$ cat config.mk
export PLATFORM = sky130hd
export DESIGN_NAME = sbse_cfg
export DESIGN_NICKNAME = d
export VERILOG_FILES = /design/src/design/shade_bob_stamp_engine_assert.svh /design/src/design/sbse_pkg.sv /design/src/design/sbse_cfg.sv
export SDC_FILE = /design/constraint.sdc
export NUM_CORES = 1
export LEC_CHECK = 0
export BUFFER_PORTS_ARGS = -buffer_cell sky130_fd_sc_hd__buf_2
export CELL_PAD_IN_SITES_DETAIL_PLACEMENT = 0
export CELL_PAD_IN_SITES_GLOBAL_PLACEMENT = 1
export CORE_UTILIZATION = 34
export CTS_BUF_LIST = sky130_fd_sc_hd__clkbuf_16
export CTS_CLUSTER_DIAMETER = 100
export DETAILED_ROUTE_END_ITERATION = 10
export PLACE_DENSITY = 0.86
export SYNTH_ARGS = -nofsm -noshare
export SYNTH_HDL_FRONTEND = slang
export SYNTH_SLANG_ARGS = --single-unit
export TNS_END_PERCENT = 30
$ cat constraint.sdc
create_clock -name aclk -period 1.2 [get_ports aclk]
set_clock_uncertainty 0.1 [all_clocks]
set_input_delay 0.12 -clock aclk [delete_from_list [all_inputs] [get_ports aclk]]
set_output_delay 0.12 -clock aclk [all_outputs]
set_load 0.01 [all_outputs]
$ cat src/design/shade_bob_stamp_engine_assert.svh
// Assertion macros used by the shade bob stamp engine RTL (sbse_back).
// SBSE_ASSERT_NOW checks the consequent in the same cycle as the antecedent.
// SBSE_ASSERT_NEXT checks the consequent in the cycle after the antecedent.
`ifndef SHADE_BOB_STAMP_ENGINE_ASSERT_SVH
`define SHADE_BOB_STAMP_ENGINE_ASSERT_SVH

`define SBSE_ASSERT_NOW(label, clk, rstn, ante, cons, msg) \
    label: assert property (@(posedge clk) disable iff (!(rstn)) (ante) |-> (cons)) \
        else $error(msg);

`define SBSE_ASSERT_NEXT(label, clk, rstn, ante, cons, msg) \
    label: assert property (@(posedge clk) disable iff (!(rstn)) (ante) |=> (cons)) \
        else $error(msg);

`endif

$ cat src/design/sbse_pkg.sv
// ----------------------------------------------------------------------------
// sbse_pkg
// Types and constants shared by the shade bob stamp engine modules.
// ----------------------------------------------------------------------------
package sbse_pkg;

    localparam int SCREEN_WIDTH_DEF  = 320;
    localparam int SCREEN_HEIGHT_DEF = 200;
    localparam int TRAIL_MAX_DEF     = 1024;

    localparam int QUEUE_DEPTH = 2;

    localparam int KIND_W      = 2;
    localparam int ADDR_W      = 16;
    localparam int PIX_W       = 8;
    localparam int CENTER_W    = 16;
    localparam int RADIUS_W    = 3;
    localparam int LENGTH_W    = 11;
    localparam int CFG_INDEX_W = 3;
    localparam int CFG_DATA_W  = 11;
    // center plus or minus radius, with sign
    localparam int COORD_W     = 18;

    localparam logic [PIX_W-1:0]    PIX_MAX          = 8'd255;
    localparam logic [PIX_W-1:0]    BRIGHT_STEP_RST  = 8'd4;
    localparam logic [PIX_W-1:0]    BRIGHT_LIMIT_RST = 8'd250;
    localparam logic [PIX_W-1:0]    DARK_STEP_RST    = 8'd10;
    localparam logic [PIX_W-1:0]    DARK_LOW_RST     = 8'd10;
    localparam logic [PIX_W-1:0]    DARK_HIGH_RST    = 8'd254;
    localparam logic [RADIUS_W-1:0] OUTER_RADIUS_RST = 3'd5;
    localparam logic [RADIUS_W-1:0] INNER_RADIUS_RST = 3'd2;
    localparam logic [LENGTH_W-1:0] TRAIL_LENGTH_RST = 11'd1000;

    typedef enum logic [KIND_W-1:0] {
        KIND_LOAD  = 2'd0,
        KIND_READ  = 2'd1,
        KIND_STAMP = 2'd2,
        KIND_NONE  = 2'd3
    } kind_t;

    typedef enum logic [CFG_INDEX_W-1:0] {
        REG_BRIGHT_STEP  = 3'd0,
        REG_BRIGHT_LIMIT = 3'd1,
        REG_DARK_STEP    = 3'd2,
        REG_DARK_LOW     = 3'd3,
        REG_DARK_HIGH    = 3'd4,
        REG_OUTER_RADIUS = 3'd5,
        REG_INNER_RADIUS = 3'd6,
        REG_TRAIL_LENGTH = 3'd7
    } reg_index_t;

    typedef struct packed {
        logic [PIX_W-1:0]    bright_step;
        logic [PIX_W-1:0]    bright_limit;
        logic [PIX_W-1:0]    dark_step;
        logic [PIX_W-1:0]    dark_low;
        logic [PIX_W-1:0]    dark_high;
        logic [RADIUS_W-1:0] outer_radius;
        logic [RADIUS_W-1:0] inner_radius;
        logic [LENGTH_W-1:0] trail_length;
    } cfg_t;

    typedef struct packed {
        kind_t               kind;
        logic                addr_ok;
        logic [ADDR_W-1:0]   addr;
        logic [PIX_W-1:0]    value;
        logic [CENTER_W-1:0] center_x;
        logic [CENTER_W-1:0] center_y;
    } item_t;

    typedef enum logic [2:0] {
        ST_IDLE,
        ST_EXEC,
        ST_READ_WAIT,
        ST_BRIGHT,
        ST_TRAIL,
        ST_TRAIL_WAIT,
        ST_DARK,
        ST_DONE
    } back_state_t;

endpackage

$ cat src/design/sbse_cfg.sv
// ----------------------------------------------------------------------------
// sbse_cfg
// Configuration register file, written by index, cleared to defaults on reset.
// ----------------------------------------------------------------------------
module sbse_cfg
    import sbse_pkg::*;
(
    input  logic                   aclk,
    input  logic                   aresetn,
    input  logic                   cfg_we,
    input  logic [CFG_INDEX_W-1:0] cfg_index,
    input  logic [CFG_DATA_W-1:0]  cfg_wdata,
    output cfg_t                   cfg
);

    cfg_t cfg_reg, cfg_next;

    always_comb begin
        cfg_next = cfg_reg;
        if (cfg_we) begin
            case (reg_index_t'(cfg_index))
                REG_BRIGHT_STEP:  cfg_next.bright_step  = cfg_wdata[PIX_W-1:0];
                REG_BRIGHT_LIMIT: cfg_next.bright_limit = cfg_wdata[PIX_W-1:0];
                REG_DARK_STEP:    cfg_next.dark_step    = cfg_wdata[PIX_W-1:0];
                REG_DARK_LOW:     cfg_next.dark_low     = cfg_wdata[PIX_W-1:0];
                REG_DARK_HIGH:    cfg_next.dark_high    = cfg_wdata[PIX_W-1:0];
                REG_OUTER_RADIUS: cfg_next.outer_radius = cfg_wdata[RADIUS_W-1:0];
                REG_INNER_RADIUS: cfg_next.inner_radius = cfg_wdata[RADIUS_W-1:0];
                REG_TRAIL_LENGTH: cfg_next.trail_length = cfg_wdata[LENGTH_W-1:0];
                default:          cfg_next = cfg_reg;
            endcase
        end
    end

    always_ff @(posedge aclk) begin
        if (!aresetn) begin
            cfg_reg.bright_step  <= BRIGHT_STEP_RST;
            cfg_reg.bright_limit <= BRIGHT_LIMIT_RST;
            cfg_reg.dark_step    <= DARK_STEP_RST;
            cfg_reg.dark_low     <= DARK_LOW_RST;
            cfg_reg.dark_high    <= DARK_HIGH_RST;
            cfg_reg.outer_radius <= OUTER_RADIUS_RST;
            cfg_reg.inner_radius <= INNER_RADIUS_RST;
            cfg_reg.trail_length <= TRAIL_LENGTH_RST;
        end else begin
            cfg_reg <= cfg_next;
        end
    end

    assign cfg = cfg_reg;

endmodule

==> flow_metrics.tcl <==
set metrics [dict create \
    tightestPinTransition_ns 0.274 \
    post_route_core_utilization_pct 50.2 \
    maxCapViolations 0 \
    port_buffers 73 \
    worstSkewPairLatency_ns 0.32 \
    synth_top_area_cell "sky130_fd_sc_hd__dfxtp_1" \
    timing.final.hold_violations 0 \
    critical_path_required_ns 1.29 \
    row_cnt 29 \
    synth.top_cell.area_share_pct 50.1 \
    maxClockFrequency_ghz 0.966 \
    tritoncts "yes" \
    rsz0062_at_grt "no" \
    synth_flop_cell "sky130_fd_sc_hd__dfxtp_1" \
    slew_headroom_pct 81.5 \
    floorplan.initialDensity_pct 35.5 \
    synth_sequential_area_ratio_pct 50.1 \
    critical_path_arrival_ns 1.13 \
    power.combinational.fraction_pct 7.2 \
    synth.distinct_cells 13 \
    part_of_the_cycle_the_worst_path_needs_pct 86.3 \
    clock-root-buffer "sky130_fd_sc_hd__clkbuf_16" \
    critPathSlowestCell "sky130_fd_sc_hd__dlygate4sd3_1" \
    pin_count_of_the_biggest_net_entering_global_routing 41 \
    final-max-slew-violation-count 0 \
    worstPathCellList "dlygate4sd3_1, buf_2, nand2_1, mux2i_1" \
    synth.top_cells.by_count "sky130_fd_sc_hd__dfxtp_1 (57), sky130_fd_sc_hd__mux2i_1 (57), sky130_fd_sc_hd__nand2_1 (39)" \
    core_region_area_mm2 0.00642 \
    worstSetupStartpointType "input pin" \
    syn2layout_area_growth_pct 41.6 \
    final_critical_path_setup_slack_ns 0.165 \
    routed-via-count 1837 \
    swShare_pct 21.2 \
    syn_area_per_cell_um2 10.4 \
    synth_edf_count 0 \
    yosys.area_share.adder_pct 0 \
    synth-seq-cells 57 \
    timing.critical_path.slowest_cell_delay_ns 0.53 \
    number_of_global_route_vias_before_repair 1755 \
    routedWlPerCell_um 13.9 \
    clock_power_share_pct 53.3 \
    detail_route.drc_violations 14 \
    synth_warnings 0 \
    cts-root-to-sink-buffers 2 \
    criticalPathCategory "input pin to register" \
    hold_crit_class "input pin to register" \
    largest_register_ffs 57 \
    number_of_clock_buffers_inserted_by_tritoncts 9 \
    netlist_top_cells_area "sky130_fd_sc_hd__dfxtp_1 (50%), sky130_fd_sc_hd__mux2i_1 (25%), sky130_fd_sc_hd__nor2b_1 (10%)" \
    yosys.area_share.xor_xnor_pct 0 \
    dieArea_mm2 0.00703 \
    synth_cells 219 \
    outcome "finished, violations left" \
    top_level_i_o_count 74 \
    first_pass_grt_wire_length_um 8890 \
    power_density_mw_per_mm2 1540 \
    p_leak_uw 0.00158 \
    gpl.final_weighted_congestion 0.714 \
    drt_pre_antenna_iters 7 \
    fraction_of_the_mapped_netlist_area_in_compound_gates_pct 0 \
    r2r_cells 2 \
    critical_path_peak_fanout 7 \
    p_int_uw 3910 \
    totalNegativeSetupSlack_ns 0 \
    globalRouteTotalUtil_pct 16.6 \
    grt_antenna_before_repair 0 \
    initialDrtViolationCount 84 \
    dieHeight_um 83.8 \
    clock_sink_count 57 \
    holdWs_ns 0.0170 \
    finish.net_count 329 \
    place.detailed.hpwl_um 3890 \
    synth_top_family_by_area "multiplexers" \
    failed_checks "DRC" \
    timing.hold.worst_path_depth 3 \
    syn_nets 236 \
    worst_setup_hold_path_clk_slew_ns 0.05 \
    finalPower_uw 4960 \
    synth_async_reset_ratio_pct 0 \
    dieWidth_um 83.8 \
    netlist_area_mm2 0.00228 \
    reported_net_switching_power_uw 1050 \
    register_area_mm2 0.00114 \
    setup-violations-final 0 \
    setup.worst_path.end_class "register" \
    detailedPlace.worstSlack_ns -0.125 \
    final_critical_path_time_including_i_o_delays_and_setup_ns 1.04 \
    drt-total-wl_um 5490 \
    cts_htree_levels 3 \
    global_route.overflow_total 0 \
    multi_input_comb_area_mm2 0.00105 \
    worst_ir_drop_on_vdd_v 0.00119 \
    viasPerCell 4.66 \
    post_synth_mux_area_share_pct 25.1 \
    synth-simple-area-share_pct 20.7 \
    power.sequential.fraction_pct 39.5 \
    drive_gt1_share_pct 34.7 \
    fillCellCount 621 \
    antennaDiodeCount 0 \
    drt.antenna.violating_nets 0 \
]
[metrics by stage]
step                instance area, µm²  std cells
floorplan                         2290        219
detailed placement                2850        372
finish                            3220        394
CTS                               3220        394
global route                      3220        394
global placement                  2850        372
[worst paths after layout]
check	slack (ns)	end	from
max reg2reg	0.46	cfg[16]	cfg[16]
min	0.02	cfg[47]	cfg_wdata[6]
min reg2reg	0.36	cfg[0]	cfg[0]
max	0.16	cfg[33]	cfg_wdata[0]
[cell usage in the layout (no fill, tap or decap)]
cell                             n
sky130_fd_sc_hd__and4_1          1
sky130_fd_sc_hd__buf_12          3
sky130_fd_sc_hd__buf_2          73
sky130_fd_sc_hd__buf_4          19
sky130_fd_sc_hd__bufinv_16       2
sky130_fd_sc_hd__clkbuf_16       9
sky130_fd_sc_hd__clkinv_1        2
sky130_fd_sc_hd__clkinv_2        2
sky130_fd_sc_hd__clkinvlp_4      1
sky130_fd_sc_hd__dfxtp_1        57
sky130_fd_sc_hd__dlygate4sd3_1   6
sky130_fd_sc_hd__mux2i_1        57
sky130_fd_sc_hd__nand2_1        39
sky130_fd_sc_hd__nand4_1         1
sky130_fd_sc_hd__nand4b_1        3
sky130_fd_sc_hd__nand4bb_1       2
sky130_fd_sc_hd__nor2b_1        37
sky130_fd_sc_hd__nor4bb_1        1
sky130_fd_sc_hd__nor4bb_2        1
sky130_fd_sc_hd__or4b_1          1
[power by group through the flow]
stage / clock [µW] / sequential, µW / combinational (µW)
floorplan: 0 / 2020 / 173
global placement: 0 / 2000 / 340
detailed placement: 0 / 2000 / 347
CTS: 2690 / 1960 / 363
global route: 2800 / 1960 / 389
finish: 2640 / 1960 / 359
[metal layers]
layer,wire (µm),GRT usage [%]
met1,2540,20.9
met2,2620,26.5
met3,257,4.06
met4,77,7.99
met5,0,0
[repair_timing]
item,in CTS,in global routing
buffers inserted,0,0
hold buffers,6,0
hold endpoints to repair,7,0
resized for setup,0,0
[worst max-delay path: cells and delay by family]
| family | cells | cell delay, ns |
|---|---|---|
| mux | 1 | 0.12 |
| simple gates | 1 | 0.22 |
| buf+inv | 2 | 0.66 |
[kinds of logic (layout without fill, tap and decap cells)]
kind of cell / Yosys count / count (layout)
buffers and inverters: 19 / 117
flip-flops: 57 / 57
multiplexers: 57 / 57
AND/OR/NAND/NOR: 86 / 86
[final cells by class]
class | count | share of cell area [%]
flip-flops and latches | 57 | 35.4
multi-input cells | 143 | 32.5
repair buffers | 101 | 19.5
clock buffers | 9 | 6.98
well taps | 77 | 2.99
clock inverters | 7 | 2.64
(Power assumes the default switching activity.)
