## config.mk

```make
export PLATFORM = sky130hd
export DESIGN_NAME = sbse_front
export DESIGN_NICKNAME = d
export VERILOG_FILES = /design/src/design/shade_bob_stamp_engine_assert.svh /design/src/design/sbse_pkg.sv /design/src/design/sbse_front.sv
export SDC_FILE = /design/constraint.sdc
export NUM_CORES = 1
export LEC_CHECK = 0
export BUFFER_PORTS_ARGS = -buffer_cell sky130_fd_sc_hd__buf_2
export CORE_MARGIN = 2
export CORE_UTILIZATION = 56
export DETAILED_ROUTE_END_ITERATION = 10
export PLACE_DENSITY_LB_ADDON = 0.1
export SLEW_MARGIN = 30
export SYNTH_ARGS = -nofsm -noshare
export SYNTH_HDL_FRONTEND = slang
export SYNTH_SLANG_ARGS = --single-unit
```

## constraint.sdc

```tcl
create_clock -name aclk -period 4.93 [get_ports aclk]
set_input_delay 0.986 -clock aclk [delete_from_list [all_inputs] [get_ports aclk]]
set_output_delay 0.986 -clock aclk [all_outputs]
set_load 0.02 [all_outputs]
```

## src/design/shade_bob_stamp_engine_assert.svh

```systemverilog
// Assertion macros used by the shade bob stamp engine RTL (sbse_back).
// SBSE_ASSERT_NOW checks the consequent in the same cycle as the antecedent.
// SBSE_ASSERT_NEXT checks the consequent in the cycle after the antecedent.
`ifndef SHADE_BOB_STAMP_ENGINE_ASSERT_SVH
`define SHADE_BOB_STAMP_ENGINE_ASSERT_SVH

`define SBSE_ASSERT_NOW(label, clk, rstn, ante, cons, msg) \
    label: assert property (@(posedge clk) disable iff (!(rstn)) (ante) |-> (cons)) \
        else $error(msg);

`define SBSE_ASSERT_NEXT(label, clk, rstn, ante, cons, msg) \
    label: assert property (@(posedge clk) disable iff (!(rstn)) (ante) |=> (cons)) \
        else $error(msg);

`endif

```

## src/design/sbse_pkg.sv

```systemverilog
// ----------------------------------------------------------------------------
// sbse_pkg
// Types and constants shared by the shade bob stamp engine modules.
// ----------------------------------------------------------------------------
package sbse_pkg;

    localparam int SCREEN_WIDTH_DEF  = 320;
    localparam int SCREEN_HEIGHT_DEF = 200;
    localparam int TRAIL_MAX_DEF     = 1024;

    localparam int QUEUE_DEPTH = 2;

    localparam int KIND_W      = 2;
    localparam int ADDR_W      = 16;
    localparam int PIX_W       = 8;
    localparam int CENTER_W    = 16;
    localparam int RADIUS_W    = 3;
    localparam int LENGTH_W    = 11;
    localparam int CFG_INDEX_W = 3;
    localparam int CFG_DATA_W  = 11;
    // center plus or minus radius, with sign
    localparam int COORD_W     = 18;

    localparam logic [PIX_W-1:0]    PIX_MAX          = 8'd255;
    localparam logic [PIX_W-1:0]    BRIGHT_STEP_RST  = 8'd4;
    localparam logic [PIX_W-1:0]    BRIGHT_LIMIT_RST = 8'd250;
    localparam logic [PIX_W-1:0]    DARK_STEP_RST    = 8'd10;
    localparam logic [PIX_W-1:0]    DARK_LOW_RST     = 8'd10;
    localparam logic [PIX_W-1:0]    DARK_HIGH_RST    = 8'd254;
    localparam logic [RADIUS_W-1:0] OUTER_RADIUS_RST = 3'd5;
    localparam logic [RADIUS_W-1:0] INNER_RADIUS_RST = 3'd2;
    localparam logic [LENGTH_W-1:0] TRAIL_LENGTH_RST = 11'd1000;

    typedef enum logic [KIND_W-1:0] {
        KIND_LOAD  = 2'd0,
        KIND_READ  = 2'd1,
        KIND_STAMP = 2'd2,
        KIND_NONE  = 2'd3
    } kind_t;

    typedef enum logic [CFG_INDEX_W-1:0] {
        REG_BRIGHT_STEP  = 3'd0,
        REG_BRIGHT_LIMIT = 3'd1,
        REG_DARK_STEP    = 3'd2,
        REG_DARK_LOW     = 3'd3,
        REG_DARK_HIGH    = 3'd4,
        REG_OUTER_RADIUS = 3'd5,
        REG_INNER_RADIUS = 3'd6,
        REG_TRAIL_LENGTH = 3'd7
    } reg_index_t;

    typedef struct packed {
        logic [PIX_W-1:0]    bright_step;
        logic [PIX_W-1:0]    bright_limit;
        logic [PIX_W-1:0]    dark_step;
        logic [PIX_W-1:0]    dark_low;
        logic [PIX_W-1:0]    dark_high;
        logic [RADIUS_W-1:0] outer_radius;
        logic [RADIUS_W-1:0] inner_radius;
        logic [LENGTH_W-1:0] trail_length;
    } cfg_t;

    typedef struct packed {
        kind_t               kind;
        logic                addr_ok;
        logic [ADDR_W-1:0]   addr;
        logic [PIX_W-1:0]    value;
        logic [CENTER_W-1:0] center_x;
        logic [CENTER_W-1:0] center_y;
    } item_t;

    typedef enum logic [2:0] {
        ST_IDLE,
        ST_EXEC,
        ST_READ_WAIT,
        ST_BRIGHT,
        ST_TRAIL,
        ST_TRAIL_WAIT,
        ST_DARK,
        ST_DONE
    } back_state_t;

endpackage

```

## src/design/sbse_front.sv

```systemverilog
// ----------------------------------------------------------------------------
// sbse_front
// Accepts items, flags frame addresses in range and queues them for the back.
// ----------------------------------------------------------------------------
module sbse_front
    import sbse_pkg::*;
#(
    parameter int SCREEN_WIDTH  = SCREEN_WIDTH_DEF,
    parameter int SCREEN_HEIGHT = SCREEN_HEIGHT_DEF
)
(
    input  logic                       aclk,
    input  logic                       aresetn,
    input  logic                       s_valid,
    output logic                       s_ready,
    input  logic [KIND_W-1:0]          s_kind,
    input  logic [ADDR_W-1:0]          s_pixel_address,
    input  logic [PIX_W-1:0]           s_pixel_value,
    input  logic signed [CENTER_W-1:0] s_center_x,
    input  logic signed [CENTER_W-1:0] s_center_y,
    input  logic                       q_pop,
    output logic                       q_valid,
    output item_t                      q_item
);

    localparam int FRAME_SIZE = SCREEN_WIDTH * SCREEN_HEIGHT;
    localparam int QUEUE_AW   = (QUEUE_DEPTH > 1) ? $clog2(QUEUE_DEPTH) : 1;
    localparam int CNT_W      = $clog2(QUEUE_DEPTH + 1);

    item_t                slot_reg [QUEUE_DEPTH];
    logic [QUEUE_AW-1:0]  wr_ptr_reg, wr_ptr_next;
    logic [QUEUE_AW-1:0]  rd_ptr_reg, rd_ptr_next;
    logic [CNT_W-1:0]     count_reg, count_next;
    item_t                in_item;
    logic                 push;
    logic                 pop;

    always_comb begin
        in_item.kind     = kind_t'(s_kind);
        in_item.addr_ok  = (int'(s_pixel_address) < FRAME_SIZE);
        in_item.addr     = s_pixel_address;
        in_item.value    = s_pixel_value;
        in_item.center_x = $unsigned(s_center_x);
        in_item.center_y = $unsigned(s_center_y);
    end

    assign s_ready = (count_reg != CNT_W'(QUEUE_DEPTH));
    assign push    = s_valid && s_ready;
    assign q_valid = (count_reg != '0);
    assign pop     = q_pop && q_valid;
    assign q_item  = slot_reg[rd_ptr_reg];

    always_comb begin
        wr_ptr_next = wr_ptr_reg;
        rd_ptr_next = rd_ptr_reg;
        count_next  = count_reg;
        if (push) begin
            wr_ptr_next = (wr_ptr_reg == QUEUE_AW'(QUEUE_DEPTH - 1)) ? '0 : wr_ptr_reg + 1'b1;
        end
        if (pop) begin
            rd_ptr_next = (rd_ptr_reg == QUEUE_AW'(QUEUE_DEPTH - 1)) ? '0 : rd_ptr_reg + 1'b1;
        end
        if (push && !pop) begin
            count_next = count_reg + 1'b1;
        end else if (pop && !push) begin
            count_next = count_reg - 1'b1;
        end
    end

    always_ff @(posedge aclk) begin
        if (!aresetn) begin
            wr_ptr_reg <= '0;
            rd_ptr_reg <= '0;
            count_reg  <= '0;
        end else begin
            wr_ptr_reg <= wr_ptr_next;
            rd_ptr_reg <= rd_ptr_next;
            count_reg  <= count_next;
        end
    end

    always_ff @(posedge aclk) begin
        if (push) begin
            slot_reg[wr_ptr_reg] <= in_item;
        end
    end

endmodule

```

==> impl_metrics.py, run 1 <==
metrics = {
    "sta": {
        "worstMarginPinSlew_ns": 0.791,
        "period_needed_ns": 3.37,
        "hold_viol": 0,
        "relSlewSlack_pct": 47.2,
        "finalCritPeriodShare_pct": 68.3,
        "finalMaxSlewViolations": 0,
        "fmax_ghz": 0.297,
        "rsz0062_at_grt": "false",
        "setup_tns_ns": 0,
        "finClkSkew_ns": 0.00704,
        "setup_violations": 0,
    },
    "cts": {
        "postCtsSetupBuffers": 0,
        "clockBufferDepth": 2,
        "root_buffer": "clkbuf_8",
        "clock_tree.htree_level_count": 4,
        "clkTransAtPathRegs_ns": 0.05,
        "clkSinkCount": 123,
        "cts_tree": "built",
        "clk_latency_ns": 0.50,
        "post_cts_resized": 0,
        "hold_buffers": 0,
        "cts_buffers": 17,
    },
    "drt": {
        "detail_route.first_pass.iterations": 4,
        "drt_iter0_drc": 112,
        "ant_nets": 0,
        "via_count": 2366,
        "drc": 0,
        "wirelength_um": 8050,
        "avgViaCountPerCell": 5.13,
        "wire_per_inst_um": 17.5,
    },
    "yosys": {
        "yosys.cell_types.count": 22,
        "synth_edf_count": 118,
        "ys_ff_latch": 123,
        "synthArstFlopShare_pct": 0,
        "yosysWarnings": 0,
        "syn_inst": 210,
        "avgSynthCellArea_sq_um": 21.7,
        "syn-num-nets": 273,
        "yosysSeqAreaShare_pct": 80.1,
        "ys.flop_type": "edfxtp_1",
        "syn_area_sq_um": 4550,
    },
    "global_routing": {
        "gr-total-overflow": 0,
        "grt_use_total_pct": 19.0,
        "grt_max_degree": 48,
        "antenna_found_initial": 1,
        "grt_pass1_wl_um": 12000,
        "grt_pass1_vias": 2533,
    },
    "power": {
        "peakVddDrop_mv": 0.357,
        "p_leak_nw": 2.23,
        "p_per_area_nw_per_um2": 575,
    },
    "outcome": {
        "status": "complete, no violations",
    },
    "worst_setup_path": {
        "cp_num_buf_inv": 2,
        "endpoint_kind": "primary output",
        "crit_family": "flip-flops",
        "worstPathArrival_ns": 2.38,
        "rr_worst_depth": 4,
        "crit_type": "reg2out",
        "crit_chain": "buf_4 -> mux2_2 -> buf_2",
        "worstPathRequired_ns": 3.94,
        "crit_path_max_fanout": 32,
        "max_stage_delay_ns": 0.81,
        "start_kind": "flop",
        "r2r_setup_slack_ns": 2.82,
        "cp.depth": 3,
        "crit_slowest_cell": "dfxtp_2",
    },
    "floorplanning": {
        "ioPinCount": 123,
        "initial_utilization_pct": 58.3,
        "die_w_um": 94.1,
        "coreArea_sq_um": 7810,
        "placementRows": 32,
        "dieArea_sq_um": 8860,
        "die_y_um": 94.1,
    },
    "placed_design": {
        "io_buffer_count": 122,
        "place.gp.congestion": 0.752,
        "post_dp_cell_area_sq_um": 5270,
        "hpwl_um": 5230,
    },
    "hold_path": {
        "whs_path_depth": 2,
        "hold_class": "reg2reg",
    },
    "final_layout": {
        "largest_register_ffs": 118,
        "seq_area_sq_um": 3640,
        "multi_input_area_sq_um": 861,
        "final_area_sq_um": 5850,
        "nets": 410,
        "final.fill_count": 477,
        "syn2layout_area_growth_pct": 28.5,
        "antenna_cells": 0,
        "drive_gt1_share_pct": 60.2,
        "utilization_pct": 74.9,
    },
    "run": {
        "cap_viol_max_count": 0,
    },
}
==> worst paths after layout <==
| check | startpoint | end |
|---|---|---|
| worst max-delay path | flop | q_item[15] |
| worst min-delay path | count_reg[1] | count_reg[1] |
| worst max register to register | count_reg[0] | slot_reg[0][30] |
| worst min register to register | count_reg[1] | count_reg[1] |
==> cell type report <==
type | count | area share [%]
flip-flops and latches | 123 | 62.3
multi-input cells | 79 | 14.7
repair buffers | 125 | 10.8
clock buffers | 21 | 7.34
clock inverters | 10 | 2.55
well taps | 102 | 2.18
inverters | 1 | 0.0642
==> worst reg2reg max path: cells and delay by family (launching register included) <==
| kind | cells | cell delay [ns] |
|---|---|---|
| and+or+nand+nor | 2 | 0.30 |
| DFF | 1 | 0.41 |
| buffers and inverters | 2 | 1.05 |
==> through the flow <==
| step | std cells | hold slack [ns] | total power [W] | worst slack (ns) |
|---|---|---|---|---|
| after floorplan | 210 | 0.512 | 0.00196 | 2.08 |
| after global placement | 430 | 0.534 | 0.00217 | 2.06 |
| final | 461 | 0.564 | 0.00336 | 1.56 |
| after CTS | 461 | 0.566 | 0.00340 | 1.50 |
| after global routing | 461 | 0.578 | 0.00350 | 1.42 |
| after detailed placement | 430 | 0.554 | 0.00219 | 2.04 |
==> report_power, final <==
part           leakage, nW  internal, W  switching (W)
combinational        0.808     0.000338       0.000442
clock                0.287     0.000810       0.000390
sequential            1.14      0.00131      0.0000750
total                 2.23      0.00246       0.000906
==> metal layers <==
layer	global-route usage (%)	part of all wire [%]
met1	20.1	39
met2	32.0	52
met3	8.11	6.8
met4	10.0	2.3
met5	0	0
==> layout by cell type (no fill, tap or decap), drive strengths merged <==
cell / count
and3: 2
bufinv: 4
o2111ai: 1
or3: 1
inv: 1
a21bo: 1
mux2: 59
buf: 125
a21boi: 2
ha: 1
or2: 1
dfxtp: 5
xor2: 1
xnor2: 2
nand3b: 1
clkbuf: 21
and2: 4
clkinv: 6
edfxtp: 118
nand2b: 1
o21ai: 2
==> Yosys cell counts, types with 2 or more instances <==
library cell / n / area share, %
edfxtp_1: 118 / 78
mux2_2: 49 / 12
mux2_4: 10 / 3.3
buf_2: 5 / 0.55
dfxtp_1: 5 / 2.2
and2_1: 4 / 0.55
and3_1: 2 / 0.27
buf_6: 2 / 0.49
xnor2_1: 2 / 0.39
==> cells by family after synthesis <==
kind of cell / share of synthesized area, %
flops: 80.1
buf+inv: 1.13
mux: 15.4
xor+xnor: 0.578
compound gates: 0.962
simple gates: 1.57
fa+ha+maj: 0.275
No activity file was read; power rests on OpenSTA's default activity.
==> run 2, diff against run 1 <==
Settings changed: CORE_UTILIZATION 56 to 52.
Clock period 4.93 ns to 3.1 ns, I/O delays scaled along.
==> run 2 against run 1 <==
Effect of this change:
- non-clock buffer count up 2
- via count about the same
- critical path depth unchanged
- cell count is 2.0% higher
- combinational power rose by 67%
- clock skew is 0.00091 ns higher
- critical path type unchanged
- critical endpoint is now q_item[48]
==> impl_metrics.py, run 2 (synthesis results as in run 1) <==
metrics = {
    "final_layout": {
        "drive_gt1_share_pct": 61.3,
        "nets": 412,
        "antenna_cells": 0,
        "largest_register_ffs": 118,
        "layout_common_cells": "buf_2 (122), edfxtp_1 (118), mux2_2 (49), clkbuf_16 (16), mux2_4 (10)",
        "layout_commonest_cell": "buf_2",
        "syn2layout_area_growth_pct": 30.5,
    },
    "sta": {
        "relSlewSlack_pct": 60.7,
        "finalMaxSlewViolations": 0,
        "fmax_ghz": 0.383,
        "worstMarginPinSlew_ns": 0.590,
        "finalCritPeriodShare_pct": 84.3,
        "rsz0062_at_grt": "false",
        "setup_violations": 0,
        "period_needed_ns": 2.61,
        "finClkSkew_ns": 0.00795,
        "hold_viol": 0,
        "whs_ns": 0.306,
        "fin_ws_ns": 0.488,
        "setup_tns_ns": 0,
    },
    "outcome": {
        "status": "complete, no violations",
    },
    "placed_design": {
        "place.gp.congestion": 0.705,
        "io_buffer_count": 122,
        "hpwl_um": 5040,
        "preCtsSetupSlack_ns": 0.968,
    },
    "global_routing": {
        "gr-total-overflow": 0,
        "grt_pass1_wl_um": 12400,
        "grt_use_total_pct": 17.6,
        "antenna_found_initial": 0,
        "grt_max_degree": 43,
        "grt_pass1_vias": 2495,
    },
    "cts": {
        "clk_latency_ns": 0.50,
        "root_buffer": "clkbuf_8",
        "cts_buffers": 17,
        "post_cts_resized": 0,
        "clkTransAtPathRegs_ns": 0.06,
        "clkSinkCount": 123,
        "clockBufferDepth": 2,
        "cts_tree": "built",
        "hold_buffers": 0,
        "postCtsSetupBuffers": 0,
        "clock_tree.htree_level_count": 4,
    },
    "worst_setup_path": {
        "worstPathArrival_ns": 1.99,
        "reg2reg_from": "count_reg[0]",
        "rr_worst_depth": 3,
        "endpoint": "q_item[48]",
        "max_stage_delay_ns": 0.61,
        "crit_chain": "buf_12 -> mux2_2 -> buf_2",
        "crit_type": "reg2out",
        "r2r_setup_slack_ns": 1.29,
        "worstPathRequired_ns": 2.48,
        "start_kind": "flop",
        "crit_slowest_cell": "dfxtp_2",
        "r2r_end": "slot_reg[1][24]",
        "crit_path_max_fanout": 42,
        "endpoint_kind": "primary output",
    },
    "power": {
        "p_per_area_nw_per_um2": 921,
        "p_leak_nw": 2.25,
        "peakVddDrop_mv": 0.473,
    },
    "floorplanning": {
        "die_w_um": 97.5,
        "dieArea_sq_um": 9520,
        "initial_utilization_pct": 53.0,
        "coreArea_sq_um": 8590,
        "ioPinCount": 123,
        "die_y_um": 97.5,
        "placementRows": 34,
    },
    "hold_path": {
        "hold_class": "in2reg",
    },
    "drt": {
        "detail_route.first_pass.iterations": 4,
        "drt_iter0_drc": 114,
        "wirelength_um": 7940,
        "drc": 0,
        "avgViaCountPerCell": 5.04,
        "wire_per_inst_um": 16.9,
        "ant_nets": 0,
        "via_count": 2368,
    },
    "run": {
        "cap_viol_max_count": 0,
    },
}
-- run 2: cell count changes in the layout (fill, tap and decap cells not counted), sizes merged --
cell / change
clkinvlp: +4
clkinv: -1
clkbuf: -4
inv: +2
buf: +2
-- run 2: report_power, final --
part | switching (W) | internal, W | leakage, nW
combinational | 0.000738 | 0.000566 | 0.830
sequential | 0.0000943 | 0.00208 | 1.14
clock | 0.000690 | 0.00130 | 0.286
total | 0.00152 | 0.00395 | 2.25
-- run 2: worst min-delay path by stage --
stage,end,cells after the start,start
after floorplan,count_reg[1],2,count_reg[1]
after global placement,count_reg[1],2,count_reg[1]
after detailed placement,count_reg[1],2,count_reg[1]
after CTS,slot_reg[0][9],1,s_center_y[9]
after global routing,slot_reg[1][45],1,s_pixel_address[5]
final,slot_reg[1][45],1,s_pixel_address[5]
-- run 2: final cells by class --
cell class              count  area (sq um)
flip-flops and latches    123          3640
inverters                   1          3.75
fillers                   578          2660
repair buffers            127           686
clock inverters            15           198
well taps                 108           135
multi-input cells          79           857
clock buffers              17           414
-- run 2: through the flow --
stage                     cell area (sq um)  power [W]  std cells  util, %
after floorplan                        4550    0.00311        210        -
after detailed placement               5330    0.00352        438     62.0
final                                  5940    0.00547        470     69.1
after CTS                              5940    0.00552        470     69.1
after global routing                   5940    0.00570        470     69.1
after global placement                 5330    0.00350        438     62.0
-- run 2: layer usage --
layer	GRT usage [%]	part of all wire, %	vias up
li1	-	-	1114
met1	22.5	43	1158
met2	28.2	50	86
met3	6.26	5.7	10
met4	6.09	1.1	0
met5	0	0	-
-- run 2: worst max-delay path: cells and delay by family (launching register included) --
kind                   cells  cell delay, ns
buffers and inverters      2            0.47
DFF                        1            0.61
muxes                      1            0.38
==> run 3, diff against run 2 <==
Settings changed: ABC_AREA from default to 1.
Clock period 3.1 ns to 2.5 ns, I/O delays scaled along.
==> run 3 against run 2 <==
Effect of this change:
- non-clock buffer count grew 2
- via count is 1.4% higher
- power up 18%
- cell count is 3.0% higher
- synthesized cell count increased by 6.2%
- sequential power grew 24%
- utilization decreased by 0.54 points
- synthesized area rose by 0.16%
- combinational power up 17%
- largest cell class unchanged
==> impl_metrics.py, run 3 <==
metrics = {
    "yosys": {
        "yosys-top-cells-area": "edfxtp_1 (78%), mux2_2 (12%), mux2_4 (3.3%)",
        "yosysWarnings": 0,
        "yosysSeqAreaShare_pct": 79.9,
        "synthArstFlopShare_pct": 0,
        "ys_ff_latch": 123,
        "yosysTopAreaCellShare_pct": 77.7,
        "synth.most_common_cell": "edfxtp_1",
        "yosysTopAreaCell": "edfxtp_1",
        "syn-num-nets": 286,
        "synth_common_cells": "edfxtp_1 (118), mux2_2 (49), mux2_4 (10), nand2_1 (9)",
        "syn_inst": 223,
        "syn_area_sq_um": 4560,
        "synth_edf_count": 118,
        "ys.flop_type": "edfxtp_1",
        "yosys.cell_types.count": 18,
        "avgSynthCellArea_sq_um": 20.4,
    },
    "floorplanning": {
        "die_y_um": 97.6,
        "initial_utilization_pct": 53.0,
        "coreArea_sq_um": 8590,
        "die_w_um": 97.6,
        "dieArea_sq_um": 9530,
        "ioPinCount": 123,
        "placementRows": 34,
    },
    "sta": {
        "hold_viol": 0,
        "relSlewSlack_pct": 63.7,
        "fin_ws_ns": 0.327,
        "setup_violations": 0,
        "worstMarginPinSlew_ns": 0.545,
        "rsz0062_at_grt": "false",
        "finalCritPeriodShare_pct": 86.9,
        "period_needed_ns": 2.17,
        "setup_tns_ns": 0,
        "whs_ns": 0.189,
        "fmax_ghz": 0.460,
        "finalMaxSlewViolations": 0,
        "finClkSkew_ns": 0.00875,
    },
    "worst_setup_path": {
        "worstPathRequired_ns": 2.00,
        "crit_chain": "buf_4 -> mux2_2 -> buf_2",
        "worstPathArrival_ns": 1.67,
        "crit_type": "reg2out",
        "crit_path_max_fanout": 20,
        "crit_slowest_cell": "mux2_2",
        "rr_worst_depth": 5,
        "cp_num_buf_inv": 2,
        "crit_family": "buffers and inverters",
        "reg2reg_from": "count_reg[0]",
        "r2r_setup_slack_ns": 0.82,
        "start_kind": "flop",
        "max_stage_delay_ns": 0.38,
        "endpoint_kind": "primary output",
        "r2r_end": "slot_reg[0][36]",
    },
    "drt": {
        "ant_nets": 0,
        "wire_per_inst_um": 15.8,
        "drt_iter0_drc": 86,
        "wirelength_um": 7630,
        "drc": 0,
        "avgViaCountPerCell": 4.96,
        "detail_route.first_pass.iterations": 4,
        "via_count": 2402,
    },
    "final_layout": {
        "layout_common_cells": "buf_2 (122), edfxtp_1 (118), mux2_2 (49), clkbuf_16 (16), mux2_4 (10)",
        "largest_register_ffs": 118,
        "antenna_cells": 0,
        "final.fill_count": 631,
        "multi_input_area_sq_um": 842,
        "nets": 427,
        "utilization_pct": 68.6,
        "drive_gt1_share_pct": 58.8,
        "syn2layout_area_growth_pct": 29.3,
        "layout_commonest_cell": "buf_2",
        "seq_area_sq_um": 3640,
    },
    "global_routing": {
        "grt_use_met3_pct": 7.12,
        "grt_max_degree": 41,
        "gr-total-overflow": 0,
        "antenna_found_initial": 0,
        "grt_pass1_wl_um": 12100,
        "grtUsageMet1_pct": 21.0,
        "use_met2_pct": 26.5,
        "grt_pass1_vias": 2440,
        "grt_busiest_layer": "met2",
        "grt_use_total_pct": 16.9,
    },
    "cts": {
        "clock_tree.htree_level_count": 4,
        "clk_latency_ns": 0.50,
        "clkTransAtPathRegs_ns": 0.06,
        "cts_tree": "built",
        "clockBufferDepth": 2,
        "root_buffer": "clkbuf_8",
        "cts_buffers": 17,
        "hold_buffers": 0,
        "clkSinkCount": 123,
        "post_cts_resized": 0,
        "postCtsSetupBuffers": 0,
    },
    "placed_design": {
        "preCtsSetupSlack_ns": 0.773,
        "place.gp.congestion": 0.718,
        "hpwl_um": 5040,
        "io_buffer_count": 122,
    },
    "outcome": {
        "status": "complete, no violations",
    },
    "hold_path": {
        "hold_class": "in2reg",
        "min_to": "slot_reg[1][11]",
        "whs_path_depth": 1,
        "hp-start": "s_center_y[11]",
    },
    "power": {
        "p_per_area_nw_per_um2": 1090,
        "peakVddDrop_mv": 0.908,
        "power_w": 0.00645,
        "p_leak_nw": 2.26,
    },
    "run": {
        "cap_viol_max_count": 0,
    },
}
[run 3: changes by cell type after synthesis, moves of 2 or more]
cell     change
nor2_1       +8
xnor2_1      -2
nand2_1      +9
inv_1        +7
and2_1       -4
[run 3: metal layers]
layer / routed length (um) / part of all wire [%]
met1: 3190 / 42
met2: 3830 / 50
met3: 551 / 7.2
met4: 61 / 0.80
met5: 0 / 0
[run 3: cells by family after synthesis]
logic type	share of synthesized area, %
fa+ha+maj	0.274
buf+inv	1.92
compound gates	0.686
simple gates	1.78
mux	15.4
flops	79.9
[run 3: metrics by stage]
step	area, sq um	cells
2_1_floorplan	4560	223
3_3_place_gp	5330	453
3_5_place_dp	5330	453
4_1_cts	5890	484
5_1_grt	5890	484
6_report	5890	484
[run 3: layout make-up]
type                    count  area share (%)
clock buffers              17            7.03
repair buffers            129            11.5
multi-input cells          85            14.3
clock inverters            14            2.55
well taps                 108            2.29
flip-flops and latches    123            61.9
inverters                   8           0.510
[run 3: worst reg2reg max path: stages, from the launching register on]
cell     delay (ns)
dfxtp_1        0.35
inv_1          0.09
nand2_1        0.09
nand2_1        0.16
nor2_4         0.13
buf_4          0.45
[run 3: worst max-delay path by stage]
stage | startpoint | endpoint | slack (ns) | cells after the start
2_1_floorplan | count_reg[0] | slot_reg[0][0] | -0.21 | 4
3_3_place_gp | s_valid | slot_reg[0][30] | 0.79 | 4
3_5_place_dp | s_valid | slot_reg[0][28] | 0.77 | 4
4_1_cts | flop | q_item[29] | 0.27 | 3
5_1_grt | flop | q_item[1] | 0.24 | 3
6_report | flop | q_item[29] | 0.33 | 3
[run 3: report_power, final]
part	internal, W	switching [W]	leakage (nW)
sequential	0.00260	0.0000739	1.14
combinational	0.000608	0.000911	0.862
clock	0.00141	0.000839	0.260
total	0.00462	0.00182	2.26
